### config.mk
export PLATFORM = sky130hd
export DESIGN_NAME = calibrated_voltmeter_seven_segment_top
export DESIGN_NICKNAME = d
export VERILOG_FILES = /design/src/rtl/core/cvss_pkg.sv /design/src/rtl/core/cvss_div.sv /design/src/rtl/core/calibrated_voltmeter_seven_segment_top.sv
export SDC_FILE = /design/constraint.sdc
export NUM_CORES = 1
export LEC_CHECK = 0
export BUFFER_PORTS_ARGS = -buffer_cell sky130_fd_sc_hd__buf_4
export CAP_MARGIN = 0
export CELL_PAD_IN_SITES_DETAIL_PLACEMENT = 1
export CELL_PAD_IN_SITES_GLOBAL_PLACEMENT = 1
export CORE_ASPECT_RATIO = 0.9
export CORE_UTILIZATION = 30
export DETAILED_ROUTE_END_ITERATION = 6
export GPL_ROUTABILITY_DRIVEN = 1
export GPL_TIMING_DRIVEN = 0
export PLACE_DENSITY_LB_ADDON = 0.1
export SLEW_MARGIN = 10
export SYNTH_ARGS = -nofsm -noshare
export SYNTH_HDL_FRONTEND = slang
export SYNTH_SLANG_ARGS = --single-unit
### constraint.sdc
create_clock -name i_clk -period 19.3 [get_ports i_clk]
set_input_delay 0.965 -clock i_clk [delete_from_list [all_inputs] [get_ports i_clk]]
set_output_delay 0.965 -clock i_clk [all_outputs]
set_load 0.01 [all_outputs]
### src/rtl/core/cvss_pkg.sv
// Package for the calibrated voltmeter with seven-segment display.
// Holds item types, kind codes, widths and the segment table.
// No dependencies.
package cvss_pkg;

    localparam int SAMPLE_W = 12;
    localparam int MV_W     = 14;
    localparam int CAP_MV   = 9999;
    localparam int REF_RST  = 3000;

    localparam logic [1:0] KIND_BANDGAP = 2'd0;
    localparam logic [1:0] KIND_SAMPLE  = 2'd1;
    localparam logic [1:0] KIND_SCAN    = 2'd2;

    localparam logic [7:0] SEG_DP = 8'h80;

    typedef struct packed {
        logic [1:0]          kind;
        logic [SAMPLE_W-1:0] sample;
    } t_in_item;

    typedef struct packed {
        logic [3:0]      digit_enable;
        logic [7:0]      segments;
        logic [MV_W-1:0] reading_mv;
        logic            reading_new;
    } t_out_item;

    function automatic int full_scale(input int digits);
        int p;
        p = 1;
        for (int i = 0; i < digits; i++) begin
            if (p <= CAP_MV) begin
                p = p * 10;
            end
        end
        return ((p - 1) < CAP_MV) ? (p - 1) : CAP_MV;
    endfunction

    function automatic logic [7:0] seg_of(input logic [3:0] d);
        logic [7:0] s;
        case (d)
            4'd0:    s = 8'h3F;
            4'd1:    s = 8'h06;
            4'd2:    s = 8'h5B;
            4'd3:    s = 8'h4F;
            4'd4:    s = 8'h66;
            4'd5:    s = 8'h6D;
            4'd6:    s = 8'h7D;
            4'd7:    s = 8'h07;
            4'd8:    s = 8'h7F;
            4'd9:    s = 8'h67;
            default: s = 8'h00;
        endcase
        return s;
    endfunction

endpackage

### src/rtl/core/cvss_div.sv
// Restoring divider: one shared compare-subtract step per cycle.
// Gives Q_W+1 quotient bits; the top bit flags a quotient of 2**Q_W or more.
// No package dependencies.
module cvss_div #(
    parameter int NUM_W = 32,
    parameter int DEN_W = 16,
    parameter int Q_W   = 14
) (
    input  logic             i_clk,
    input  logic             i_rst_n,
    input  logic             i_start,
    input  logic [NUM_W-1:0] i_num,
    input  logic [DEN_W-1:0] i_den,
    output logic             o_done,
    output logic [Q_W:0]     o_quot
);

    localparam int DSH_W  = DEN_W + Q_W;
    localparam int CMP_W  = (NUM_W > DSH_W) ? NUM_W : DSH_W;
    localparam int STEP_W = $clog2(Q_W + 1);

    logic [NUM_W-1:0]  r_rem;
    logic [DSH_W-1:0]  r_dsh;
    logic [Q_W:0]      r_quot;
    logic [STEP_W-1:0] r_step;
    logic              r_busy;
    logic              r_done;

    logic [CMP_W-1:0] w_a;
    logic [CMP_W-1:0] w_b;
    logic [CMP_W-1:0] w_diff;
    logic             w_ge;

    assign w_a    = CMP_W'(r_rem);
    assign w_b    = CMP_W'(r_dsh);
    assign w_ge   = (w_a >= w_b);
    assign w_diff = w_a - w_b;

    always_ff @(posedge i_clk) begin
        if (!i_rst_n) begin
            r_busy <= 1'b0;
            r_done <= 1'b0;
            r_step <= '0;
        end else begin
            r_done <= 1'b0;
            if (i_start) begin
                r_busy <= 1'b1;
                r_step <= STEP_W'(Q_W);
            end else if (r_busy) begin
                if (r_step == '0) begin
                    r_busy <= 1'b0;
                    r_done <= 1'b1;
                end else begin
                    r_step <= r_step - 1'b1;
                end
            end
        end
    end

    always_ff @(posedge i_clk) begin
        if (i_start) begin
            r_rem <= i_num;
            r_dsh <= {i_den, {Q_W{1'b0}}};
        end else if (r_busy) begin
            r_quot <= {r_quot[Q_W-1:0], w_ge};
            if (w_ge) begin
                r_rem <= NUM_W'(w_diff);
            end
            r_dsh <= r_dsh >> 1;
        end
    end

    assign o_done = r_done;
    assign o_quot = r_quot;

endmodule

### src/rtl/core/calibrated_voltmeter_seven_segment_top.sv
// Calibrated voltmeter: bandgap reference, sample averaging, decimal display scan.
// A completing sample goes through multiply, divider load, divide, digit split and
// reading emit; other items act in idle or emit a scan item. One item at a time;
// the shared compare-subtract step of the divider sets the reading time.
// Reset (synchronous, active low): reference 3000 mV, bandgap, sum, count, digits,
// scan position and reading cleared; output empty.
module calibrated_voltmeter_seven_segment_top #(
    parameter int SAMPLES  = 16,
    parameter int DIGITS   = 4,
    parameter int ADC_BITS = 12
) (
    input  logic                  i_clk,
    input  logic                  i_rst_n,
    input  logic                  i_in_valid,
    output logic                  o_in_stall,
    input  cvss_pkg::t_in_item    i_in_item,
    output logic                  o_out_valid,
    input  logic                  i_out_stall,
    output cvss_pkg::t_out_item   o_out_item,
    input  logic                  i_cfg_we,
    input  logic [cvss_pkg::MV_W-1:0] i_cfg_data
);

    localparam int MV_W  = cvss_pkg::MV_W;
    localparam int SMP_W = (ADC_BITS < cvss_pkg::SAMPLE_W) ? ADC_BITS : cvss_pkg::SAMPLE_W;
    localparam int SUM_W = SMP_W + $clog2(SAMPLES);
    localparam int CNT_W = $clog2(SAMPLES + 1);
    localparam int NUM_W = SUM_W + MV_W;
    localparam int DEN_W = SMP_W + $clog2(SAMPLES);
    localparam int POS_W = $clog2(DIGITS);
    localparam int FULL  = cvss_pkg::full_scale(DIGITS);

    localparam logic [2:0] S_IDLE      = 3'd0;
    localparam logic [2:0] S_MUL       = 3'd1;
    localparam logic [2:0] S_LOAD      = 3'd2;
    localparam logic [2:0] S_DIV       = 3'd3;
    localparam logic [2:0] S_SPLIT     = 3'd4;
    localparam logic [2:0] S_EMIT_RD   = 3'd5;
    localparam logic [2:0] S_EMIT_SCAN = 3'd6;

    logic [2:0]       r_state, n_state;
    logic [MV_W-1:0]  r_ref;
    logic [SMP_W-1:0] r_bg, n_bg;
    logic [SUM_W-1:0] r_sum, n_sum;
    logic [CNT_W-1:0] r_count, n_count;
    logic [3:0]       r_digit [DIGITS];
    logic [3:0]       n_digit [DIGITS];
    logic [POS_W-1:0] r_pos, n_pos;
    logic [POS_W-1:0] r_didx, n_didx;
    logic [MV_W-1:0]  r_mv, n_mv;
    logic [MV_W-1:0]  r_val, n_val;
    logic [NUM_W-1:0] r_num, n_num;
    logic [DEN_W-1:0] r_den, n_den;
    logic             r_out_valid, n_out_valid;
    cvss_pkg::t_out_item r_out_item, n_out_item;

    logic [SMP_W-1:0] w_smp;
    logic             w_out_free;
    logic             w_div_done;
    logic [MV_W:0]    w_quot;
    logic [MV_W-1:0]  w_sat;
    logic [29:0]      w_prod;
    logic [10:0]      w_q10;
    logic [MV_W-1:0]  w_ten;
    logic [MV_W-1:0]  w_rem_full;
    logic [3:0]       w_cur_digit;

    cvss_div #(
        .NUM_W (NUM_W),
        .DEN_W (DEN_W),
        .Q_W   (MV_W)
    ) u_div (
        .i_clk   (i_clk),
        .i_rst_n (i_rst_n),
        .i_start (r_state == S_LOAD),
        .i_num   (r_num),
        .i_den   (r_den),
        .o_done  (w_div_done),
        .o_quot  (w_quot)
    );

    assign w_smp      = i_in_item.sample[SMP_W-1:0];
    assign w_out_free = !r_out_valid || !i_out_stall;
    assign w_sat      = (w_quot[MV_W] || (w_quot[MV_W-1:0] > MV_W'(FULL)))
                        ? MV_W'(FULL) : w_quot[MV_W-1:0];
    assign w_prod     = 30'(r_val) * 30'd52429;
    assign w_q10      = w_prod[29:19];
    assign w_ten      = MV_W'({w_q10, 3'b000}) + MV_W'({w_q10, 1'b0});
    assign w_rem_full = r_val - w_ten;
    assign w_cur_digit = r_digit[r_pos];

    always_comb begin
        n_state     = r_state;
        n_bg        = r_bg;
        n_sum       = r_sum;
        n_count     = r_count;
        n_digit     = r_digit;
        n_pos       = r_pos;
        n_didx      = r_didx;
        n_mv        = r_mv;
        n_val       = r_val;
        n_num       = r_num;
        n_den       = r_den;
        n_out_item  = r_out_item;
        n_out_valid = r_out_valid && i_out_stall;
        unique case (r_state)
            S_IDLE: begin
                if (i_in_valid) begin
                    case (i_in_item.kind)
                        cvss_pkg::KIND_BANDGAP: begin
                            n_bg    = w_smp;
                            n_sum   = '0;
                            n_count = '0;
                        end
                        cvss_pkg::KIND_SAMPLE: begin
                            n_sum = r_sum + SUM_W'(w_smp);
                            if (r_count + 1'b1 == CNT_W'(SAMPLES)) begin
                                n_count = '0;
                                n_state = S_MUL;
                            end else begin
                                n_count = r_count + 1'b1;
                            end
                        end
                        cvss_pkg::KIND_SCAN: begin
                            n_state = S_EMIT_SCAN;
                        end
                        default: ;
                    endcase
                end
            end
            S_MUL: begin
                n_num   = NUM_W'(r_sum) * NUM_W'(r_ref);
                n_den   = DEN_W'(r_bg) * DEN_W'(SAMPLES);
                n_sum   = '0;
                n_state = S_LOAD;
            end
            S_LOAD: begin
                n_state = S_DIV;
            end
            S_DIV: begin
                if (w_div_done) begin
                    n_mv    = w_sat;
                    n_val   = w_sat;
                    n_didx  = '0;
                    n_state = S_SPLIT;
                end
            end
            S_SPLIT: begin
                n_digit[r_didx] = w_rem_full[3:0];
                n_val           = MV_W'(w_q10);
                if (r_didx == POS_W'(DIGITS - 1)) begin
                    n_state = S_EMIT_RD;
                end else begin
                    n_didx = r_didx + 1'b1;
                end
            end
            S_EMIT_RD: begin
                if (w_out_free) begin
                    n_out_valid             = 1'b1;
                    n_out_item.digit_enable = '0;
                    n_out_item.segments     = '0;
                    n_out_item.reading_mv   = r_mv;
                    n_out_item.reading_new  = 1'b1;
                    n_state                 = S_IDLE;
                end
            end
            S_EMIT_SCAN: begin
                if (w_out_free) begin
                    n_out_valid             = 1'b1;
                    n_out_item.digit_enable = 4'(32'd1 << r_pos);
                    n_out_item.segments     = cvss_pkg::seg_of(w_cur_digit)
                        | ((r_pos == POS_W'(DIGITS - 1)) ? cvss_pkg::SEG_DP : 8'h00);
                    n_out_item.reading_mv   = r_mv;
                    n_out_item.reading_new  = 1'b0;
                    n_pos   = (r_pos == POS_W'(DIGITS - 1)) ? '0 : r_pos + 1'b1;
                    n_state = S_IDLE;
                end
            end
            default: begin
                n_state = S_IDLE;
            end
        endcase
    end

    always_ff @(posedge i_clk) begin
        if (!i_rst_n) begin
            r_state     <= S_IDLE;
            r_ref       <= MV_W'(cvss_pkg::REF_RST);
            r_bg        <= '0;
            r_sum       <= '0;
            r_count     <= '0;
            r_pos       <= '0;
            r_mv        <= '0;
            r_out_valid <= 1'b0;
            for (int i = 0; i < DIGITS; i++) begin
                r_digit[i] <= '0;
            end
        end else begin
            r_state     <= n_state;
            r_bg        <= n_bg;
            r_sum       <= n_sum;
            r_count     <= n_count;
            r_pos       <= n_pos;
            r_mv        <= n_mv;
            r_out_valid <= n_out_valid;
            r_digit     <= n_digit;
            if (i_cfg_we) begin
                r_ref <= i_cfg_data;
            end
        end
    end

    always_ff @(posedge i_clk) begin
        r_didx     <= n_didx;
        r_val      <= n_val;
        r_num      <= n_num;
        r_den      <= n_den;
        r_out_item <= n_out_item;
    end

    assign o_in_stall  = (r_state != S_IDLE);
    assign o_out_valid = r_out_valid;
    assign o_out_item  = r_out_item;

endmodule
# Word-level counts from Yosys, hierarchy flattened
# Memory sizes are Yosys's and may differ from the RTL's.
# Index checks and enable logic that the tools add are counted.
# W data, S select, Z words.
# totals
rom_bits	112
ff_bits	249
out_inout_bits	29
elab_cells	152
input_bits	33
n_memories	1
# classes
n_addsub	8
multipliers	2
n_eq_ne	22
n_reduce_logical	32
n_mux	45
bitwise	7
magnitude_cmp	5
shifts	1
# mem_list
memory	words	word_bits	read_ports	rd_clocked_by_memory_dff	write_ports	line_no	text
(no name shown)	16	7	1	0	0	cvss_pkg.sv:42	case (d)
# ops
cell	count
$mux W30	5
$pmux W16 S2	2
$mux W27	2
$pmux W27 S2	1
$ge A30 B30 Y1	1
$mul A14 B16 Y30 const B	1
$mul A16 B14 Y30	1
$sub A30 B30 Y30	1
$mux W14	2
$pmux W14 S2	1
$mux W4	6
$mux W8	3
$pmux W3 S6	1
$add A16 B12 Y16	1
$bwmux W16	1
$mux W16	1
$mux W3	5
$reduce_and A3 Y1	5
$gt A14 B14 Y1 const B	1
$reduce_and A2 Y1	7
$reduce_bool A2 Y1	6
$ne A2 B2 Y1 const B	5
$pmux W5 S2	1
$eq A3 B3 Y1 const B	3
other kinds (36)	59

# Depth between registers and ports, before layout
# An unclocked memory read counts as a cell.
# logic_depth
depth_word	10
ltp_mapped	26
depth_no_buf	26

# Modules after synthesis
# Synthesis repeated with hierarchy kept, for this count alone.
# hier_totals
hier_cells	2369
hier_area_um2	22696.8
# by_module_without_submodules
mod	seq_area_each_um2	area_each_um2	cells_per_inst	n_inst
calibrated_voltmeter_seven_segment_top	4214.0	17742.0	1841	1
cvss_div	2232.1	4954.8	528	1

# Least setup slack after synthesis
# OpenSTA, ideal clock, no wires.
# synth_path
path_type	register to register
start	reg r_sum[12]
end	reg r_num[28], data pin
slack_ns	13.220
path_stages_with_launch	23
setup_time_ns	0.258
path_buffers	3
arrival_time_ns	5.823
period_less_slack_ns	6.080
required_ns	19.042
cell_sequence	dfxtp_1 -> clkbuf_1 -> clkbuf_1 -> nand2_1 -> fa_1 -> inv_1 -> fa_1 -> fa_1 -> inv_1 -> fa_1 -> fa_1 -> fa_1 -> inv_1 -> ha_1 -> buf_6 -> nand4_2 -> or3_1 -> nand3b_4 -> a211oi_2 -> o41ai_2 -> o311ai_1 -> a21oi_1 -> xnor2_1
# synth_via
elab_chain_len	1
# synth_rtl
item	line_no	text
start: declaration	calibrated_voltmeter_seven_segment_top.sv:44	logic [SUM_W-1:0] r_sum, n_sum;
start signal: assignment	calibrated_voltmeter_seven_segment_top.sv:201	r_sum <= n_sum;
$mul A16 B14 Y30	calibrated_voltmeter_seven_segment_top.sv:132	n_num = NUM_W'(r_sum) * NUM_W'(r_ref);
end signal: assignment	calibrated_voltmeter_seven_segment_top.sv:216	r_num <= n_num;
end: declaration	calibrated_voltmeter_seven_segment_top.sv:52	logic [NUM_W-1:0] r_num, n_num;
# No other way between the ends.
# A chain may end at the register's enable or synchronous reset.

# Worst setup path after layout
# layout_path
start	reg r_sum[5]
end	reg r_num[29], data pin
# Same word-level chain as after synthesis.

==> impl_metrics.tcl <==
set metrics [dict create \
    outcome "completed" \
    ff2ff_setup_slack_ns 12.15 \
    slew-limit-headroom 0.339 \
    cts_resized 0 \
    netlist.area_leader.share 0.196 \
    top_usage_layer "met2" \
    cts_inserted_buffers 34 \
    worst_setup_path_start_kind "flip-flop" \
    grtUsageMet1 0.258 \
    synth_top_flop_cell "edfxtp_1" \
    yosys_register_bits 249 \
    rows 94 \
    syn_area_um2 22500 \
    ys_warn_count 0 \
    crit_type "flip-flop to flip-flop" \
    syn_avg_cell_area_um2 9.67 \
    critPathCaptureType "flip-flop" \
    cts_setup_buffers 0 \
    hp-class "flip-flop to flip-flop" \
    drtIter0Drc 773 \
    drcViolationCount 0 \
    initial_core_util 0.306 \
    cts_tree "built" \
    critPathMaxFanout 10 \
    tightest_slew_ns 0.985 \
    critPathRequiredTime_ns 19.59 \
    power_frac_seq 0.294 \
    finalNetCount 2935 \
    routabilityCongestion 0.828 \
    areaGrowthSynthToFinish_pct 12.1 \
    rsz0062_at_grt "false" \
    cts.sinks 249 \
    synth.most_common_cell "inv_1" \
    grt_overflow 0 \
    p_switching_mw 0.857 \
    syn_nets 2837 \
    die_h_um 262 \
    synthTopCellsByArea "fa_1 (20%), edfxtp_1 (19%), ha_1 (14%), dfxtp_1 (9.2%), inv_1 (5.8%)" \
    timing.fmax_mhz 140 \
    use_met2 0.277 \
    period_needed_ns 7.15 \
    ys_seq_area_frac 0.286 \
    power_density_nw_per_um2 85.9 \
    synth.top_cells.by_count "inv_1 (346), ha_1 (255), nand2_1 (248)" \
    viasPerCell 4.78 \
    port_buffers 60 \
    clockBufferDepth 3 \
    final.period_utilization 0.370 \
    wirelength_um 65700 \
    final_util 0.343 \
    post-place-ws_ns 12.12 \
    intPower_mw 1.31 \
    p_sw_frac 0.395 \
    drive_gt1_frac 0.0624 \
    fin_tns_setup_ns 0 \
    cpMaxStageDelayCell "clkbuf_1" \
    synth_area_leader_cell "fa_1" \
    hold_buffers 0 \
    worstSkewPairLatency_ns 0.55 \
    h-tree-depth 2 \
    hold_viol_final 0 \
    grt_pass1_wl_um 103000 \
    crit_buf_inv 6 \
    async_flop_share 0 \
    setup_violations 0 \
    first_pass_iters 4 \
    cts_root_buf "clkbuf_16" \
    synthCells 2328 \
    ant_nets 0 \
    finClkSkew_ns 0.0241 \
    hpwlAfterDp_um 53200 \
    postPlaceCellArea_um2 24200 \
    arrival_ns 7.43 \
    p_leak_nw 11.5 \
    cpMostUsedCell "fa_1" \
    synth_edf_count 146 \
    slew_viol_final 0 \
    n_antenna_cell 0 \
    combPwrFrac 0.433 \
    grt_max_degree 42 \
    crit_family "adder cells" \
    ios 62 \
    core_um2 73600 \
    grt.met3_usage 0.0204 \
    ys_types 85 \
    cp_cell_sequence "clkbuf_1 > nand2_1 > fa_1 > inv_1 > fa_1 > inv_1 > fa_1 > inv_1 > fa_1 > fa_1 > inv_1 > fa_1 > inv_1 > ha_1 > a21oi_1 > o22ai_1 > nor4_1 > o21a_2 > a31o_2 > o31ai_2 > o41a_1 > xnor2_1" \
    dieArea_um2 76200 \
    critPathMaxStageDelay_ns 0.71 \
    grt_pass1_vias 17600 \
    timing.hold.ws_ns 0.433 \
    avgRoutedWirePerCell_um 19.3 \
    vias 16300 \
    peakVddDrop_mv 0.122 \
    design_area_um2 25200 \
    chipWidth_um 291 \
    cap_viol_max_count 0 \
    antenna_found_initial 0 \
    clock_power_share 0.273 \
    setup_slack_ns 12.15 \
    cts.clk_slew.worst_paths_ns 0.06 \
    grtUsageTotal 0.175 \
]
[power by group through the flow]
stage | sequential, mW | clock [mW] | combinational [mW]
6_report | 0.637 | 0.593 | 0.939
5_1_grt | 0.641 | 0.637 | 1.06
4_1_cts | 0.637 | 0.618 | 0.953
3_5_place_dp | 0.648 | 0 | 0.946
3_3_place_gp | 0.648 | 0 | 0.925
2_1_floorplan | 0.635 | 0 | 0.653
[cell usage in the layout, fill, tap and decap left out, types with 5 or more instances in the layout]
master       n
edfxtp_1   146
mux2i_1     46
ha_1       255
buf_4       60
nand3_1     46
a21o_1      26
clkbuf_1    87
nor2_1     165
o21a_1      10
o31ai_1     13
o21bai_1    10
or3_1        9
a211oi_1    25
clkinv_2     5
a21oi_1    112
nand2b_1    11
clkinv_1     9
nand4_1     10
inv_1      345
nor3_1      37
and2_1     117
clkbuf_16   35
a31oi_1     10
fa_1       221
a22oi_1     13
xor2_1      25
dfxtp_1    103
o21ai_1     20
o21ai_0     38
and3_1      25
o211ai_1     7
nand2_1    248
nor2b_1     13
xnor2_1     44
[final cells by class]
type / count / area [µm²]
fill: 8406 / 48400
tap: 960 / 1200
inverter: 348 / 1310
sequential: 249 / 6450
clock buffer: 43 / 916
buffer: 88 / 342
clock inverter: 18 / 110
timing repair buffer: 62 / 490
multi-input combinational: 1643 / 14400
[through the flow]
step | instances | total power [mW]
detailed placement | 3350 | 1.59
CTS | 3411 | 2.21
finish | 3411 | 2.17
global placement | 3348 | 1.57
floorplan | 2328 | 1.29
global route | 3411 | 2.34
[registers in the layout (all words and copies together), names as in the netlist]
name and cells:
u_div.r_rem 30, r_digit 16, o_out_item 27, r_val 14
r_den 12, r_count 5, r_pos 2, u_div.o_done 1
r_sum 16, u_div.o_quot 15, r_didx 2, r_mv 14
r_bg 12, u_div.r_step 4, r_state 3, r_num 30
u_div.r_busy 1, r_ref 14, o_out_valid 1, u_div.r_dsh 30
[layer usage]
layer,share of wire,vias to the layer above
li1,-,7915
met1,0.53,8175
met2,0.43,161
met3,0.026,42
met4,0.012,0
met5,0,-
[kinds of logic after synthesis]
family                   Yosys count  synth area share
adder cells (fa/ha/maj)          476             0.338
AND/OR/NAND/NOR                  708             0.148
buffers and inverters            436            0.0732
multiplexers                      50            0.0239
AO/OA/AOI/OAI                    339             0.102
flip-flops                       249             0.286
XOR/XNOR                          70            0.0278
[worst paths after layout]
check / startpoint / end / cells after the start
setup / recovery: r_sum[5]$_SDFFE_PN0P_ / r_num[29]$_DFFE_PN_ / 22
setup reg to reg: r_sum[5]$_SDFFE_PN0P_ / r_num[29]$_DFFE_PN_ / 22
hold / removal: r_bg[2]$_SDFFE_PN0P_ / r_den[6]$_DFFE_PN_ / 0
hold reg to reg: r_bg[2]$_SDFFE_PN0P_ / r_den[6]$_DFFE_PN_ / 0
No activity file was read; power rests on OpenSTA's default activity.
